<file path="config.mk">
export PLATFORM = sky130hd
export DESIGN_NAME = glyph_cell_blit_clip_core
export DESIGN_NICKNAME = d
export VERILOG_FILES = /design/src/rtl/gcbc_pkg.sv /design/src/rtl/glyph_cell_blit_clip_core.sv
export SDC_FILE = /design/constraint.sdc
export NUM_CORES = 1
export LEC_CHECK = 0
export ABC_AREA = 1
export BUFFER_PORTS_ARGS = -buffer_cell sky130_fd_sc_hd__buf_2
export CELL_PAD_IN_SITES_DETAIL_PLACEMENT = 0
export CELL_PAD_IN_SITES_GLOBAL_PLACEMENT = 1
export CORE_ASPECT_RATIO = 0.5
export CORE_UTILIZATION = 40
export CTS_BUF_LIST = sky130_fd_sc_hd__clkbuf_16
export CTS_CLUSTER_SIZE = 8
export DETAILED_ROUTE_END_ITERATION = 8
export PLACE_DENSITY_LB_ADDON = 0.1
export SLEW_MARGIN = 40
export SYNTH_ARGS = -nofsm -noshare
export SYNTH_HDL_FRONTEND = slang
export SYNTH_SLANG_ARGS = --single-unit
</file>
<file path="constraint.sdc">
create_clock -name clk -period 6.1 [get_ports clk]
set_clock_uncertainty 0.05 [all_clocks]
set_input_delay 0.61 -clock clk [delete_from_list [all_inputs] [get_ports clk]]
set_output_delay 0.61 -clock clk [all_outputs]
set_load 0.005 [all_outputs]
</file>
<file path="src/rtl/gcbc_pkg.sv">
package gcbc_pkg;

	// Fixed field widths
	localparam int PIXEL_W       = 8;
	localparam int COORD_W       = 12;
	localparam int BEAR_LEFT_W   = 8;
	localparam int BEAR_TOP_W    = 9;
	localparam int GLYPH_W_W     = 8;
	localparam int SEG_W         = 4;
	localparam int WRITE_ADDR_W  = 24;
	localparam int WRITE_VALUE_W = 32;

	// Configuration register widths
	localparam int CELL_WIDTH_W   = 7;
	localparam int CELL_HEIGHT_W  = 8;
	localparam int BASELINE_W     = 7;
	localparam int ATLAS_WIDTH_W  = 13;

	// APB port
	localparam int APB_ADDR_W = 4;
	localparam int APB_DATA_W = 32;

	// Register indexes (word address paddr[3:2])
	localparam logic [1:0] REG_CELL_WIDTH  = 2'd0;
	localparam logic [1:0] REG_CELL_HEIGHT = 2'd1;
	localparam logic [1:0] REG_BASELINE    = 2'd2;
	localparam logic [1:0] REG_ATLAS_WIDTH = 2'd3;

	// Reset values
	localparam logic [CELL_WIDTH_W-1:0]  CELL_WIDTH_RST  = 7'd8;
	localparam logic [CELL_HEIGHT_W-1:0] CELL_HEIGHT_RST = 8'd16;
	localparam logic [BASELINE_W-1:0]    BASELINE_RST    = 7'd12;
	localparam logic [ATLAS_WIDTH_W-1:0] ATLAS_WIDTH_RST = 13'd1024;

	// Parameter defaults
	localparam int ADDR_BITS_DEF     = 24;
	localparam int MAX_GLYPH_DIM_DEF = 256;

endpackage

</file>
<file path="src/rtl/glyph_cell_blit_clip_core.sv">
// Glyph cell blit with clipping.
// Input channel: one grayscale glyph byte per item (in_valid / in_stall), in raster
// order with no row padding, plus the cell origin, bearings, glyph width and slice
// index. glyph_last on the final byte returns the column and row counters to zero.
// Output channel: one atlas write per visible pixel (out_valid / out_stall):
// write_addr = x + y * atlas_width, write_value = the byte repeated four times.
// Bytes outside the slice or clipped by the cell produce no item.
// The input register loads at the accept edge, then the coordinate and clip stage
// and the address multiply and result register follow it in that order.
// Throughput: one item per cycle while out_stall is low; each stage advances while the
// stage after it is empty or moving, so a stalled result holds while earlier stages keep filling.
// in_stall rises only when all three stages are occupied and out_stall is high.
// Reset clears all stage valids and the counters, and loads the register defaults:
// cell_width 8, cell_height 16, baseline_row 12, atlas_width 1024.
// Registers sit on an APB port at byte addresses 0x0, 0x4, 0x8, 0xC; write them
// only while no item is in flight.
module glyph_cell_blit_clip_core #(
	parameter int ADDR_BITS     = gcbc_pkg::ADDR_BITS_DEF,
	parameter int MAX_GLYPH_DIM = gcbc_pkg::MAX_GLYPH_DIM_DEF
) (
	input  logic                                  clk,
	input  logic                                  arst_n,

	input  logic                                  in_valid,
	output logic                                  in_stall,
	input  logic [gcbc_pkg::PIXEL_W-1:0]          pixel,
	input  logic [gcbc_pkg::COORD_W-1:0]          cell_x,
	input  logic [gcbc_pkg::COORD_W-1:0]          cell_y,
	input  logic signed [gcbc_pkg::BEAR_LEFT_W-1:0] bearing_left,
	input  logic signed [gcbc_pkg::BEAR_TOP_W-1:0]  bearing_top,
	input  logic [gcbc_pkg::GLYPH_W_W-1:0]        glyph_width,
	input  logic [gcbc_pkg::SEG_W-1:0]            slice_index,
	input  logic                                  glyph_last,

	output logic                                  out_valid,
	input  logic                                  out_stall,
	output logic [gcbc_pkg::WRITE_ADDR_W-1:0]     write_addr,
	output logic [gcbc_pkg::WRITE_VALUE_W-1:0]    write_value,

	input  logic                                  psel,
	input  logic                                  penable,
	input  logic                                  pwrite,
	input  logic [gcbc_pkg::APB_ADDR_W-1:0]       paddr,
	input  logic [gcbc_pkg::APB_DATA_W-1:0]       pwdata,
	output logic [gcbc_pkg::APB_DATA_W-1:0]       prdata,
	output logic                                  pready
);

	localparam int CNT_W  = $clog2(MAX_GLYPH_DIM);
	localparam int OFS_W  = gcbc_pkg::SEG_W + gcbc_pkg::CELL_WIDTH_W;
	localparam int CMP_W  = (CNT_W > OFS_W) ? CNT_W : OFS_W;
	localparam int DY_W   = ((CNT_W > gcbc_pkg::BEAR_TOP_W) ? CNT_W : gcbc_pkg::BEAR_TOP_W) + 3;
	localparam int DX_W   = gcbc_pkg::GLYPH_W_W + 2;
	localparam int TXY_W  = gcbc_pkg::COORD_W + 1;
	localparam int PROD_W = TXY_W + gcbc_pkg::ATLAS_WIDTH_W;
	localparam int SUM_W  = PROD_W + 1;
	localparam logic [gcbc_pkg::WRITE_ADDR_W-1:0] ADDR_MASK =
		(ADDR_BITS >= gcbc_pkg::WRITE_ADDR_W) ? '1 :
		((gcbc_pkg::WRITE_ADDR_W'(1) << ADDR_BITS) - gcbc_pkg::WRITE_ADDR_W'(1));
	localparam logic [CNT_W:0] CNT_WRAP = (CNT_W+1)'(MAX_GLYPH_DIM);

	// Configuration registers
	logic [gcbc_pkg::CELL_WIDTH_W-1:0]  cell_width_q;
	logic [gcbc_pkg::CELL_HEIGHT_W-1:0] cell_height_q;
	logic [gcbc_pkg::BASELINE_W-1:0]    baseline_q;
	logic [gcbc_pkg::ATLAS_WIDTH_W-1:0] atlas_width_q;
	logic                               cfg_wr;

	assign pready = 1'b1;
	assign cfg_wr = psel & penable & pwrite;

	always_ff @(posedge clk or negedge arst_n) begin
		if (!arst_n) begin
			cell_width_q  <= gcbc_pkg::CELL_WIDTH_RST;
			cell_height_q <= gcbc_pkg::CELL_HEIGHT_RST;
			baseline_q    <= gcbc_pkg::BASELINE_RST;
			atlas_width_q <= gcbc_pkg::ATLAS_WIDTH_RST;
		end else if (cfg_wr) begin
			case (paddr[3:2])
				gcbc_pkg::REG_CELL_WIDTH:  cell_width_q  <= pwdata[gcbc_pkg::CELL_WIDTH_W-1:0];
				gcbc_pkg::REG_CELL_HEIGHT: cell_height_q <= pwdata[gcbc_pkg::CELL_HEIGHT_W-1:0];
				gcbc_pkg::REG_BASELINE:    baseline_q    <= pwdata[gcbc_pkg::BASELINE_W-1:0];
				gcbc_pkg::REG_ATLAS_WIDTH: atlas_width_q <= pwdata[gcbc_pkg::ATLAS_WIDTH_W-1:0];
				default: ;
			endcase
		end
	end

	always_comb begin
		case (paddr[3:2])
			gcbc_pkg::REG_CELL_WIDTH:  prdata = gcbc_pkg::APB_DATA_W'(cell_width_q);
			gcbc_pkg::REG_CELL_HEIGHT: prdata = gcbc_pkg::APB_DATA_W'(cell_height_q);
			gcbc_pkg::REG_BASELINE:    prdata = gcbc_pkg::APB_DATA_W'(baseline_q);
			gcbc_pkg::REG_ATLAS_WIDTH: prdata = gcbc_pkg::APB_DATA_W'(atlas_width_q);
			default:                   prdata = '0;
		endcase
	end

	// Pipeline flow control
	logic v_s1, v_s2, out_valid_q;
	logic adv_out, adv_s2, adv_s1, in_acc;

	assign adv_out  = !out_valid_q || !out_stall;
	assign adv_s2   = !v_s2 || adv_out;
	assign adv_s1   = !v_s1 || adv_s2;
	assign in_stall = !adv_s1;
	assign in_acc   = in_valid && adv_s1;

	// Source position counters
	logic [CNT_W-1:0] col_q, row_q;
	logic [CNT_W:0]   col_inc, row_inc;
	logic             new_row;

	assign col_inc = {1'b0, col_q} + (CNT_W+1)'(1);
	assign row_inc = {1'b0, row_q} + (CNT_W+1)'(1);
	assign new_row = CMP_W'(col_inc) >= CMP_W'(glyph_width);

	always_ff @(posedge clk or negedge arst_n) begin
		if (!arst_n) begin
			col_q <= '0;
			row_q <= '0;
		end else if (in_acc) begin
			if (glyph_last) begin
				col_q <= '0;
				row_q <= '0;
			end else if (new_row) begin
				col_q <= '0;
				row_q <= (row_inc == CNT_WRAP) ? '0 : row_inc[CNT_W-1:0];
			end else begin
				col_q <= (col_inc == CNT_WRAP) ? '0 : col_inc[CNT_W-1:0];
			end
		end
	end

	// Stage 1: input register
	logic [gcbc_pkg::PIXEL_W-1:0]            pixel_s1;
	logic [gcbc_pkg::COORD_W-1:0]            cell_x_s1, cell_y_s1;
	logic signed [gcbc_pkg::BEAR_LEFT_W-1:0] bl_s1;
	logic signed [gcbc_pkg::BEAR_TOP_W-1:0]  bt_s1;
	logic [gcbc_pkg::GLYPH_W_W-1:0]          gw_s1;
	logic [gcbc_pkg::SEG_W-1:0]              seg_s1;
	logic [CNT_W-1:0]                        col_s1, row_s1;

	always_ff @(posedge clk or negedge arst_n) begin
		if (!arst_n) begin
			v_s1 <= 1'b0;
		end else if (adv_s1) begin
			v_s1 <= in_valid;
		end
	end

	always_ff @(posedge clk) begin
		if (in_acc) begin
			pixel_s1  <= pixel;
			cell_x_s1 <= cell_x;
			cell_y_s1 <= cell_y;
			bl_s1     <= bearing_left;
			bt_s1     <= bearing_top;
			gw_s1     <= glyph_width;
			seg_s1    <= slice_index;
			col_s1    <= col_q;
			row_s1    <= row_q;
		end
	end

	// Slice offset, cell-relative position and clip test
	logic [OFS_W-1:0]       offset;
	logic [CMP_W-1:0]       col_rel;
	logic                   in_slice;
	logic signed [DX_W-1:0] dx;
	logic signed [DY_W-1:0] dy;
	logic                   hit;
	logic [TXY_W-1:0]       tx, ty;

	always_comb begin
		offset   = OFS_W'(seg_s1) * OFS_W'(cell_width_q);
		in_slice = (CMP_W'(col_s1) < CMP_W'(gw_s1)) && (CMP_W'(col_s1) >= CMP_W'(offset));
		col_rel  = CMP_W'(col_s1) - CMP_W'(offset);
		// col_rel < glyph_width here, so it fits in a byte
		dx = DX_W'(bl_s1) + $signed({2'b00, col_rel[gcbc_pkg::GLYPH_W_W-1:0]});
		dy = $signed(DY_W'(baseline_q)) - DY_W'(bt_s1) + $signed(DY_W'(row_s1));
		hit = in_slice && (dx >= 0) && (dx < $signed(DX_W'(cell_width_q)))
			&& (dy >= 0) && (dy < $signed(DY_W'(cell_height_q)));
		tx = TXY_W'(cell_x_s1) + TXY_W'(dx[gcbc_pkg::CELL_WIDTH_W-1:0]);
		ty = TXY_W'(cell_y_s1) + TXY_W'(dy[gcbc_pkg::CELL_HEIGHT_W-1:0]);
	end

	// Stage 2: atlas coordinates
	logic                         hit_s2;
	logic [TXY_W-1:0]             tx_s2, ty_s2;
	logic [gcbc_pkg::PIXEL_W-1:0] pixel_s2;

	always_ff @(posedge clk or negedge arst_n) begin
		if (!arst_n) begin
			v_s2 <= 1'b0;
		end else if (adv_s2) begin
			v_s2 <= v_s1;
		end
	end

	always_ff @(posedge clk) begin
		if (adv_s2 && v_s1) begin
			hit_s2   <= hit;
			tx_s2    <= tx;
			ty_s2    <= ty;
			pixel_s2 <= pixel_s1;
		end
	end

	// Address and result register; drop clipped items
	logic [PROD_W-1:0]                  prod;
	logic [SUM_W-1:0]                   addr_sum;
	logic [gcbc_pkg::WRITE_ADDR_W-1:0]  write_addr_q;
	logic [gcbc_pkg::WRITE_VALUE_W-1:0] write_value_q;

	assign prod     = PROD_W'(ty_s2) * PROD_W'(atlas_width_q);
	assign addr_sum = SUM_W'(tx_s2) + SUM_W'(prod);

	always_ff @(posedge clk or negedge arst_n) begin
		if (!arst_n) begin
			out_valid_q <= 1'b0;
		end else if (adv_out) begin
			out_valid_q <= v_s2 && hit_s2;
		end
	end

	always_ff @(posedge clk) begin
		if (adv_out && v_s2) begin
			write_addr_q  <= addr_sum[gcbc_pkg::WRITE_ADDR_W-1:0] & ADDR_MASK;
			write_value_q <= {4{pixel_s2}};
		end
	end

	assign out_valid   = out_valid_q;
	assign write_addr  = write_addr_q;
	assign write_value = write_value_q;

endmodule

</file>
==> results of run 1 <==
## metal layers
layer	GRT usage	routed length, um	share of wire	up-vias
met5	0	0	0	-
met4	0.04293	546	0.014	0
met1	0.2705	19180	0.50	5690
met3	0.03022	1171	0.030	28
li1	-	-	-	6001
met2	0.2983	17840	0.46	148
## sequential cells by signal, indices dropped and copies added, names as in the netlist, 9 cells and up
name	count
atlas_width_q	13
bt_s1	9
cell_x_s1	12
cell_y_s1	12
tx_s2	13
ty_s2	13
write_addr	24
## Yosys cell counts, drive strengths merged
master / number / area [um2]
o221ai: 2 / 17.52
xor2: 48 / 420.4
a31oi: 4 / 25.02
a22o: 1 / 8.760
nand4: 22 / 137.6
nand2: 452 / 1709
o21a: 2 / 15.01
conb: 2 / 7.510
nor4: 1 / 6.260
clkbuf: 27 / 101.4
o211ai: 2 / 15.01
and3: 3 / 18.77
dfrtp: 49 / 1226
edfxtp: 144 / 4324
a21oi: 77 / 407.9
nand3b: 2 / 15.01
a21boi: 2 / 18.77
o21ai: 59 / 317.8
nor3b: 2 / 20.02
a21o: 5 / 37.54
o211a: 1 / 10.01
o2111ai: 6 / 52.55
inv: 392 / 1471
nor2: 67 / 281.5
buf: 49 / 355.3
xnor2: 33 / 289.0
nand3: 51 / 265.3
o21bai: 5 / 60.06
or3b: 1 / 8.760
ha: 168 / 2102
dfstp: 5 / 131.4
nor3: 7 / 40.04
fa: 150 / 3003
## worst reg2reg max path, cell delays in order (launching register included)
cell     delay, ps
dfrtp_1        640
nand2_1        160
fa_1           550
inv_1           60
fa_1           510
fa_1           520
inv_1           50
fa_1           510
inv_1           70
fa_1           560
fa_1           420
ha_1           420
nand2_2        100
nor2_1         130
inv_2           60
nor2_2         140
nand3_1        180
nand3_2        150
nand2_1         70
nand2_1         70
xor2_1          60
## cells by family after synthesis
logic type / after synthesis
buffers and inverters: 468
other: 2
AOI/OAI and AO/OA: 166
adders and majority gates: 318
and+or+nand+nor: 608
DFF: 198
xor gates and xnor gates: 81
## final cells by class
class / count / share of cell area
Multi-Input combinational cell: 1193 / 0.4982
Clock inverter: 15 / 0.006562
Timing Repair Buffer: 191 / 0.05614
Inverter: 392 / 0.07795
Sequential cell: 198 / 0.3010
Clock buffer: 17 / 0.02254
Tap cell: 567 / 0.03758
## stage by stage
step | hold WS [ps] | cells | util
after floorplan | 264.4 | 1859 | -
final | 145.1 | 2573 | 0.4598
after global routing | 177.4 | 2573 | 0.4598
after global placement | 350.1 | 2540 | 0.4457
after detailed placement | 354.5 | 2541 | 0.4461
after CTS | 241.8 | 2573 | 0.4594
## path summary, 6_finish.rpt
kind,from,depth (start not counted),to,slack [ps]
worst max register to register,atlas_width_q[3],20,write_addr[20],380
min in group clk,bearing_left[6],1,bl_s1[6],270
max in group asynchronous,arst_n,2,atlas_width_q[12],5390
worst min register to register,pixel_s2[3],0,write_value[27],370
worst min-delay path,arst_n,2,col_q[0],150
worst max-delay path,atlas_width_q[3],20,write_addr[20],380
==> results by group, run 1 <==
Worst setup path
  • CP Class: reg2reg
  • Setup crit start kind: flop
  • Critical Path, Cell by Cell: nand2_1, fa_1, inv_1, fa_1, fa_1, inv_1, fa_1, inv_1, fa_1, fa_1, ha_1, nand2_2, nor2_1, inv_2, nor2_2, nand3_1, nand3_2, nand2_1, nand2_1, xor2_1
  • Critical path endpoint category: flop
  • Worst Path Required: ~6300 ps
  • WP buf/inv: 4
  • Worst EP arrival: slightly below 6000 ps
  • Slowest-stage cell, CP: dfrtp_1
  • Crit-path max FO: 12
  • Most used cell, CP: fa_1
  • Delay of the slowest critical-path stage: between 600 and 700 ps
  • Crit-path leading delay family: adder cells

Clocking
  • CTS Buf Count: 17
  • Clock Tree Root: clkbuf_16
  • CTS max path bufs: 2
  • TritonCTS clock tree: done
  • Worst-skew pair later-pin latency: 450 ps
  • CTS resizes: 0
  • Clock-pin slew on the worst setup and hold paths: 80 ps
  • Clock H-tree levels: 4
  • Post-CTS Repair Setup Buffers: 0
  • CTS Hold Bufs: 0
  • Clock sink total: a little under 200

Yosys
  • Cell Area, Synth: around 0.017 mm2
  • Register area share after synthesis: 0.3358
  • Compound-Gate Fraction of Synth Area: 0.05827
  • Synth Area in XOR/XNOR: 0.04193
  • Synth cell types: between 40 and 50
  • Post-Syn Area per Cell: 9.191 um2
  • Simple-Gate Fraction of Synth Area: 0.1479
  • Synth warn: 0
  • Mux contribution to synthesized area: 0
  • Largest family of logic cells by synthesized area: adder cells
  • Mapped Cells: 1841
  • #FFs+latches synth: 198
  • Post-Synth Adder-Cell Area: 0.3017

Global route
  • First-pass GRT wire length: about 63 mm
  • Aggregate global routing overflow: 0
  • Number of global-route vias before repair: 11840
  • Gr usage total: 0.1881
  • Largest net degree at the start of global routing: 55
  • Initial antenna violation count: 0

Routing
  • Avg WL per Cell: between 15 and 20 um
  • Via count: around 12000
  • Vias per inst: between 4 and 5
  • Router iterations before antenna repair: 5
  • Residual DRC: 0
  • 1st-iter DRT viols: between 500 and 600
  • DRT antenna net count: 0
  • Final wirelength: about 39 mm

STA
  • Final slew viol count: 0
  • Slew @ Worst Pin: between 600 and 700 ps
  • Final hold vios: 0
  • RSZ-0062 raised after global routing: false
  • Fmax: between 0.15 and 0.2 GHz
  • Final period util: 0.9381
  • Sum Neg Setup Slack: 0 ps
  • Relative slew slack: 0.5547
  • Min cycle time layout: about 5700 ps
  • Setup violators final: 0
  • Setup ws final: about 380 ps

Cells and area
  • Nets: approximately 2400
  • Most frequent cells in the layout: nand2_1, inv_1, ha_1
  • Fraction of layout cells with a size suffix above 1: 0.1326
  • Diode count: 0
  • Fill count: ~4100
  • Fin area: between 0.015 and 0.02 mm2
  • Multi-input logic area: 0.009405 mm2
  • Synthesis-to-layout area growth: 11.57%
  • Commonest non-fill, non-tap cell in the layout: nand2_1
  • Register area: 0.005682 mm2

Floorplan
  • I/O Pins: between 150 and 200
  • DIE WIDTH: between 200 and 300 um
  • Core area: around 0.041 mm2
  • Die height: about 150 um
  • Std-Cell Rows: 52
  • Starting Density: 0.4121
  • Total die area: about 0.043 mm2

Flow run
  • Max-Cap Viols: 0

Outcome
  • Outcome: finished clean

Placed design
  • Gpl congestion: roughly 0.83
  • Pre-CTS WS: around 380 ps
  • Placed wire-length estimate: 31.59 mm
  • DP Area: between 0.015 and 0.02 mm2
  • # port buffers: between 150 and 200

Hold path
  • Worst Hold Class: in2async
Power of run 1 is not shown: default switching activity piles up to over one toggle a cycle in this logic, so the estimate is an artifact.
==> run 2: changes to the inputs <==
--- a/config.mk
+++ b/config.mk
@@ -5,7 +5,6 @@
 export SDC_FILE = /design/constraint.sdc
 export NUM_CORES = 1
 export LEC_CHECK = 0
-export ABC_AREA = 1
 export BUFFER_PORTS_ARGS = -buffer_cell sky130_fd_sc_hd__buf_2
 export CELL_PAD_IN_SITES_DETAIL_PLACEMENT = 0
 export CELL_PAD_IN_SITES_GLOBAL_PLACEMENT = 1
==> results by group, run 2 <==
Outcome
  • Outcome: finished with violations (was finished clean)
  • Failing checks: DRC

Cells and area
  • Commonest non-fill, non-tap cell in the layout: inv_1 (was nand2_1)
  • Final Util: 0.4643 (was 0.4598)
  • Synthesis-to-layout area growth: 14.18% (was 11.57%)
  • Most frequent cells in the layout: inv_1, nand2_1, ha_1 (was nand2_1, inv_1, ha_1)
  • Fraction of layout cells with a size suffix above 1: 0.1928 (was 0.1326)
  • Largest register FFs: 24 (unchanged)
  • Diode count: 0 (unchanged)
  • Fill count: 3830 (was 4102)
  • Final std cells w/o fill: 2257 (was 2573)
  • Nets: 2127 (was 2416)

Yosys
  • #FFs+latches synth: 198 (unchanged)
  • Most common cell in the netlist: inv_1 (was nand2_1)
  • Synth top area share: 0.2628 (was 0.2556)
  • Ys flop type: edfxtp_1 (unchanged)
  • Post-Syn Area per Cell: 10.82 um2 (was 9.191 um2)
  • Register area share after synthesis: 0.3453 (was 0.3358)
  • Post-synthesis async set-or-reset flop share: 0.2727 (unchanged)
  • Synth cell types: 73 (was 48)
  • Most frequent cells after synthesis: inv_1, nand2_1, ha_1 (was nand2_1, inv_1, ha_1)
  • Cell Area, Synth: 0.01646 mm2 (was 0.01692 mm2)
  • Top post-synthesis cells by area: edfxtp_1, fa_1, ha_1, dfrtp_1, inv_1 (was edfxtp_1, fa_1, ha_1, nand2_1, inv_1)
  • Mapped Cells: 1521 (was 1841)
  • Synth warn: 0 (unchanged)
  • Area leader, netlist: edfxtp_1 (unchanged)
  • Number of synthesized flops with an enable pin: 144 (unchanged)

STA
  • RSZ-0062 raised after global routing: true (was false)
  • Slew @ Worst Pin: 620.0 ps (was 668.0 ps)
  • Relative slew slack: 0.5823 (was 0.5547)
  • Final slew viol count: 0 (unchanged)
  • Setup violators final: 0 (unchanged)
  • Final hold vios: 0 (unchanged)
  • Fmax: 0.1688 GHz (was 0.1748 GHz)
  • Final period util: 0.9710 (was 0.9381)
  • Min cycle time layout: 5923 ps (was 5722 ps)

Routing
  • DRT met1 WL: 17.53 mm (was 19.18 mm)
  • DR WL met2: 18.28 mm (was 17.84 mm)
  • Residual DRC: 1 (was 0)
  • Router iterations before antenna repair: 7 (was 5)
  • 1st-iter DRT viols: 505 (was 539)
  • Vias per inst: 4.892 (was 4.612)
  • DRT antenna net count: 0 (unchanged)
  • Via count: 11042 (was 11867)
  • Final wirelength: 37.11 mm (was 38.74 mm)
  • Met3 wire length: 1.037 mm (was 1.171 mm)
  • Avg WL per Cell: 16.44 um (was 15.06 um)
  • Top sig layer: met4 (unchanged)

Placed design
  • Placed wire-length estimate: 30.22 mm (was 31.59 mm)
  • Placed insts: 2214 (was 2541)
  • Gpl congestion: 0.8848 (was 0.8317)
  • # port buffers: 154 (unchanged)

Floorplan
  • Starting Density: 0.4066 (was 0.4121)
  • Std-Cell Rows: 52 (unchanged)
  • Core area: 0.04047 mm2 (was 0.04105 mm2)
  • Die height: 145.4 um (was 147.4 um)
  • DIE WIDTH: 288.8 um (was 292.9 um)
  • Total die area: 0.04200 mm2 (was 0.04318 mm2)
  • I/O Pins: 196 (unchanged)

Worst setup path
  • CP Class: reg2reg (unchanged)
  • Crit-path max FO: 3 (was 12)
  • Critical Path, Cell by Cell: nand2_1, fa_1, fa_1, inv_1, fa_1, inv_1, fa_1, inv_1, fa_1, fa_1, ha_1, and4_1, nand2_2, or4b_4, a31oi_4, a22oi_2, nand3_1, o311ai_2 (was nand2_1, fa_1, inv_1, fa_1, fa_1, inv_1, fa_1, inv_1, fa_1, fa_1, ha_1, nand2_2, nor2_1, inv_2, nor2_2, nand3_1, nand3_2, nand2_1, nand2_1, xor2_1)
  • Critical path endpoint category: flop (unchanged)
  • Delay of the slowest critical-path stage: 560 ps (was 640 ps)
  • WP buf/inv: 3 (was 4)
  • Worst EP arrival: 6070 ps (was 5880 ps)
  • Most used cell, CP: fa_1 (unchanged)
  • R2R Setup Slk: 180 ps (was 380 ps)
  • Worst r2r src: atlas_width_q[10] (was atlas_width_q[3])
  • Slowest-stage cell, CP: fa_1 (was dfrtp_1)
  • Crit-path leading delay family: adder cells (unchanged)
  • Worst Path Required: 6250 ps (was 6260 ps)
  • Worst R2R End: write_addr[22] (was write_addr[20])
  • Setup crit start kind: flop (unchanged)
  • R2R cell count: 18 (was 20)

Flow run
  • Max-Cap Viols: 0 (unchanged)

Clocking
  • Worst-skew pair later-pin latency: 460 ps (was 450 ps)
  • Clock Tree Root: clkbuf_16 (unchanged)
  • Clock H-tree levels: 4 (unchanged)
  • Clock-pin slew on the worst setup and hold paths: 90 ps (was 80 ps)
  • TritonCTS clock tree: done (unchanged)
  • Clock sink total: 198 (unchanged)
  • CTS Buf Count: 17 (unchanged)
  • CTS Hold Bufs: 0 (unchanged)
  • CTS max path bufs: 2 (unchanged)

Global route
  • Number of global-route vias before repair: 11406 (was 11840)
  • Gr usage total: 0.1825 (was 0.1881)
  • Aggregate global routing overflow: 0 (unchanged)
  • Initial antenna violation count: 0 (unchanged)
  • Largest net degree at the start of global routing: 55 (unchanged)
  • First-pass GRT wire length: 59.80 mm (was 63.16 mm)

Hold path
  • Worst Hold Class: in2async (unchanged)
==> run 2: changes by cell type after synthesis, sizes merged, moves of 13 or more <==
cell and delta:
a21o +24, a21oi -30, and2 +75, inv -156
mux2 +24, nand2 -282, nand2b +13, nand3 -31
nand4 -20, nor2 -31, nor2b +15, xnor2 +17
xor2 -26
==> run 2: stage by stage <==
stage / setup slack (ps) / setup TNS [ps] / cell area (um2) / hold WS (ps)
after floorplan: 32.00 / 0 / 16520 / 264.4
after global placement: 118.4 / 0 / 17960 / 350.4
after detailed placement: -82.89 / -82.89 / 17990 / 354.5
after CTS: 49.87 / 0 / 18650 / 239.6
after global routing: -35.29 / -35.29 / 18790 / 199.2
final: 177.2 / 0 / 18790 / 167.0
==> run 2: worst max-delay path by stage <==
stage / start / endpoint / slack, ps / depth (start not counted)
floorplan: atlas_width_q[12] / write_addr[22] / 30 / 20
global placement: seg_s1[3] / hit_s2 / 120 / 22
detailed placement: seg_s1[3] / hit_s2 / -80 / 22
CTS: ty_s2[5] / write_addr[22] / 50 / 18
global route: ty_s2[5] / write_addr[22] / -40 / 18
finish: atlas_width_q[10] / write_addr[22] / 180 / 18
==> run 2: area by class of cell <==
type	instances	area (um2)	share of cell area
repair buffers	227	1338	0.07119
clock buffers	17	425.4	0.02264
flip-flops and latches	198	5687	0.3027
well taps	540	675.6	0.03596
inverters	237	894.6	0.04761
multi-input cells	1023	9555	0.5086
clock inverters	15	214.0	0.01139
==> run 2: kinds of logic (layout without fill, tap and decap cells) <==
logic type      count (synthesis)  in the layout  share of synthesized area
buf+inv                       318            496                    0.08280
compound gates                202            202                    0.08379
xor+xnor                       72             72                    0.03832
fa+ha+maj                     318            318                     0.3102
flops                         198            198                     0.3453
simple gates                  378            378                     0.1119
other cells                     2             20                  0.0004564
mux                            33             33                    0.02722
==> run 2: routing by layer <==
metal,global-route usage,up-vias
li1,-,5361
met2,0.3059,156
met3,0.02492,19
met1,0.2511,5506
met5,0,-
met4,0.04053,0
==> run 2: timing repair <==
action | 4_1_cts | 5_1_grt
endpoints found under the hold margin | 0 | 0
gates cloned | 0 | 0
buffers inserted | 1 | 10
pin swaps | 0 | 9
gates resized for setup | 1 | 18
setup endpoints to repair | 1 | 8
Power of run 2 is left out for the same reason.
==> run 3: changes to the inputs <==
--- a/config.mk
+++ b/config.mk
@@ -11,10 +11,12 @@
 export CORE_ASPECT_RATIO = 0.5
 export CORE_UTILIZATION = 40
 export CTS_BUF_LIST = sky130_fd_sc_hd__clkbuf_16
+export CTS_CLUSTER_DIAMETER = 40
 export CTS_CLUSTER_SIZE = 8
 export DETAILED_ROUTE_END_ITERATION = 8
 export PLACE_DENSITY_LB_ADDON = 0.1
-export SLEW_MARGIN = 40
+export RECOVER_POWER = 25
+export SLEW_MARGIN = 20
 export SYNTH_ARGS = -nofsm -noshare
 export SYNTH_HDL_FRONTEND = slang
 export SYNTH_SLANG_ARGS = --single-unit
==> results by group, run 3 (synthesis gave the netlist of run 2 again) <==
Cells and area
  • Register area: 0.005685 mm2 (was 0.005687 mm2)
  • Commonest non-fill, non-tap cell in the layout: inv_1 (unchanged)
  • Fin area: 0.01873 mm2 (was 0.01879 mm2)
  • Fill count: 3838 (was 3830)
  • Multi-input logic area: 0.009544 mm2 (was 0.009555 mm2)
  • Fraction of layout cells with a size suffix above 1: 0.1817 (was 0.1928)
  • Final std cells w/o fill: 2252 (was 2257)
  • Synthesis-to-layout area growth: 13.79% (was 14.18%)
  • Most frequent cells in the layout: inv_1, nand2_1, ha_1 (unchanged)
  • Nets: 2122 (was 2127)
  • Diode count: 0 (unchanged)
  • Largest register FFs: 24 (unchanged)

Global route
  • Initial antenna violation count: 0 (unchanged)
  • Number of global-route vias before repair: 11397 (was 11406)
  • Gr usage total: 0.1809 (was 0.1825)
  • First-pass GRT wire length: 59.57 mm (was 59.80 mm)
  • Aggregate global routing overflow: 0 (unchanged)
  • Largest net degree at the start of global routing: 55 (unchanged)

STA
  • Worst Hold Slack: 257.9 ps (was 167.0 ps)
  • Setup violators final: 0 (unchanged)
  • Min cycle time layout: 5947 ps (was 5923 ps)
  • RSZ-0062 raised after global routing: true (unchanged)
  • Sum Neg Setup Slack: 0 ps (unchanged)
  • Relative slew slack: -1.161 (was 0.5823)
  • Final period util: 0.9749 (was 0.9710)
  • Fmax: 0.1682 GHz (was 0.1688 GHz)
  • Final slew viol count: 55 (was 0)
  • Slew @ Worst Pin: 3241 ps (was 620.0 ps)
  • Final hold vios: 0 (unchanged)

Placed design
  • Placed wire-length estimate: 30.12 mm (was 30.22 mm)
  • Gpl congestion: 0.8848 (unchanged)
  • # port buffers: 154 (unchanged)
  • Placed insts: 2212 (was 2214)
  • DP Area: 0.01796 mm2 (was 0.01799 mm2)

Worst setup path
  • Worst Path Required: 6250 ps (about the same)
  • Slowest-stage cell, CP: dfstp_2 (was fa_1)
  • Crit-path max FO: 5 (was 3)
  • Setup crit start kind: flop (unchanged)
  • Critical path endpoint category: flop (unchanged)
  • Delay of the slowest critical-path stage: 570 ps (was 560 ps)
  • CP Class: reg2reg (unchanged)
  • Worst EP arrival: 6090 ps (was 6070 ps)
  • Critical Path, Cell by Cell: nand2_1, fa_1, fa_1, inv_1, fa_1, inv_1, fa_1, inv_1, fa_1, fa_1, ha_1, and4_1, nand2_2, or4b_4, a31oi_4, a22oi_2, nand3_1, o311ai_2 (unchanged)
  • Most used cell, CP: fa_1 (unchanged)

Outcome
  • Failing checks: DRC, capacitance limit, slew limit (was DRC)
  • Outcome: finished with violations (unchanged)

Routing
  • Router iterations before antenna repair: 7 (unchanged)
  • Avg WL per Cell: 16.47 um (was 16.44 um)
  • Vias per inst: 4.878 (was 4.892)
  • Residual DRC: 1 (unchanged)
  • Via count: 10985 (was 11042)
  • 1st-iter DRT viols: 522 (was 505)
  • Final wirelength: 37.09 mm (was 37.11 mm)
  • DRT antenna net count: 0 (unchanged)

Flow run
  • Max-Cap Viols: 1 (was 0)

Clocking
  • CTS Buf Count: 17 (unchanged)
  • CTS max path bufs: 2 (unchanged)
  • Clock sink total: 198 (unchanged)
  • Clock Tree Root: clkbuf_16 (unchanged)
  • Clock H-tree levels: 4 (unchanged)
  • Clock-pin slew on the worst setup and hold paths: 90 ps (about the same)
  • Worst-skew pair later-pin latency: 470 ps (was 460 ps)
  • TritonCTS clock tree: done (unchanged)
  • CTS Hold Bufs: 0 (unchanged)

Floorplan
  • Core area: 0.04047 mm2 (unchanged)
  • DIE WIDTH: 288.8 um (unchanged)
  • Total die area: 0.04200 mm2 (unchanged)
  • Die height: 145.4 um (unchanged)
  • Std-Cell Rows: 52 (unchanged)
  • Starting Density: 0.4066 (unchanged)
  • I/O Pins: 196 (unchanged)

Hold path
  • Worst Hold Class: in2reg (was in2async)
run 3: per-stage QoR:
step / utilization / setup slack (ps)
2_1_floorplan: - / 32.00
6_report: 0.4627 / 153.0
3_3_place_gp: 0.4438 / 118.4
4_1_cts: 0.4599 / 27.06
5_1_grt: 0.4627 / -21.12
3_5_place_dp: 0.4438 / -94.42
run 3: critical path: cells and delay by family (launching register included):
kind,cells,cell delay [ps]
flip-flops,1,570
adder cells (fa/ha/maj),7,3370
AO/OA/AOI/OAI,3,470
AND/OR/NAND/NOR,5,1050
buffers and inverters,3,180
run 3: final timing paths:
| path | startpoint | to | slack (ps) | cells past startpoint |
|---|---|---|---|---|
| max in group asynchronous | arst_n | atlas_width_q[1] | 2650 | 2 |
| min reg2reg | pixel_s2[7] | write_value[23] | 370 | 0 |
| min | pixel[2] | pixel_s1[2] | 260 | 1 |
| min in group asynchronous | arst_n | row_q[0] | 1270 | 2 |
| max | atlas_width_q[10] | write_addr[22] | 150 | 18 |
| max reg2reg | atlas_width_q[10] | write_addr[22] | 150 | 18 |
run 3: per-layer routing:
layer | track usage | share of wire
met5 | 0 | 0
met4 | 0.02974 | 0.0044
met3 | 0.02680 | 0.028
met2 | 0.3043 | 0.50
met1 | 0.2506 | 0.47
run 3: area by class of cell:
type / count / share of cell area
sequential: 198 / 0.3036
clock buffer: 17 / 0.02272
inverter: 237 / 0.04757
timing repair buffer: 222 / 0.06869
tap: 540 / 0.03608
clock inverter: 15 / 0.01163
multi-input combinational: 1023 / 0.5097
run 3: what timing repair did:
item | CTS | global route
setup endpoints to repair | 1 | 8
resized for setup | 0 | 13
cloned | 0 | 0
hold endpoints to repair | 0 | 0
buffers inserted | 1 | 6
pin swaps | 0 | 3
Power of run 3 is left out for the same reason.
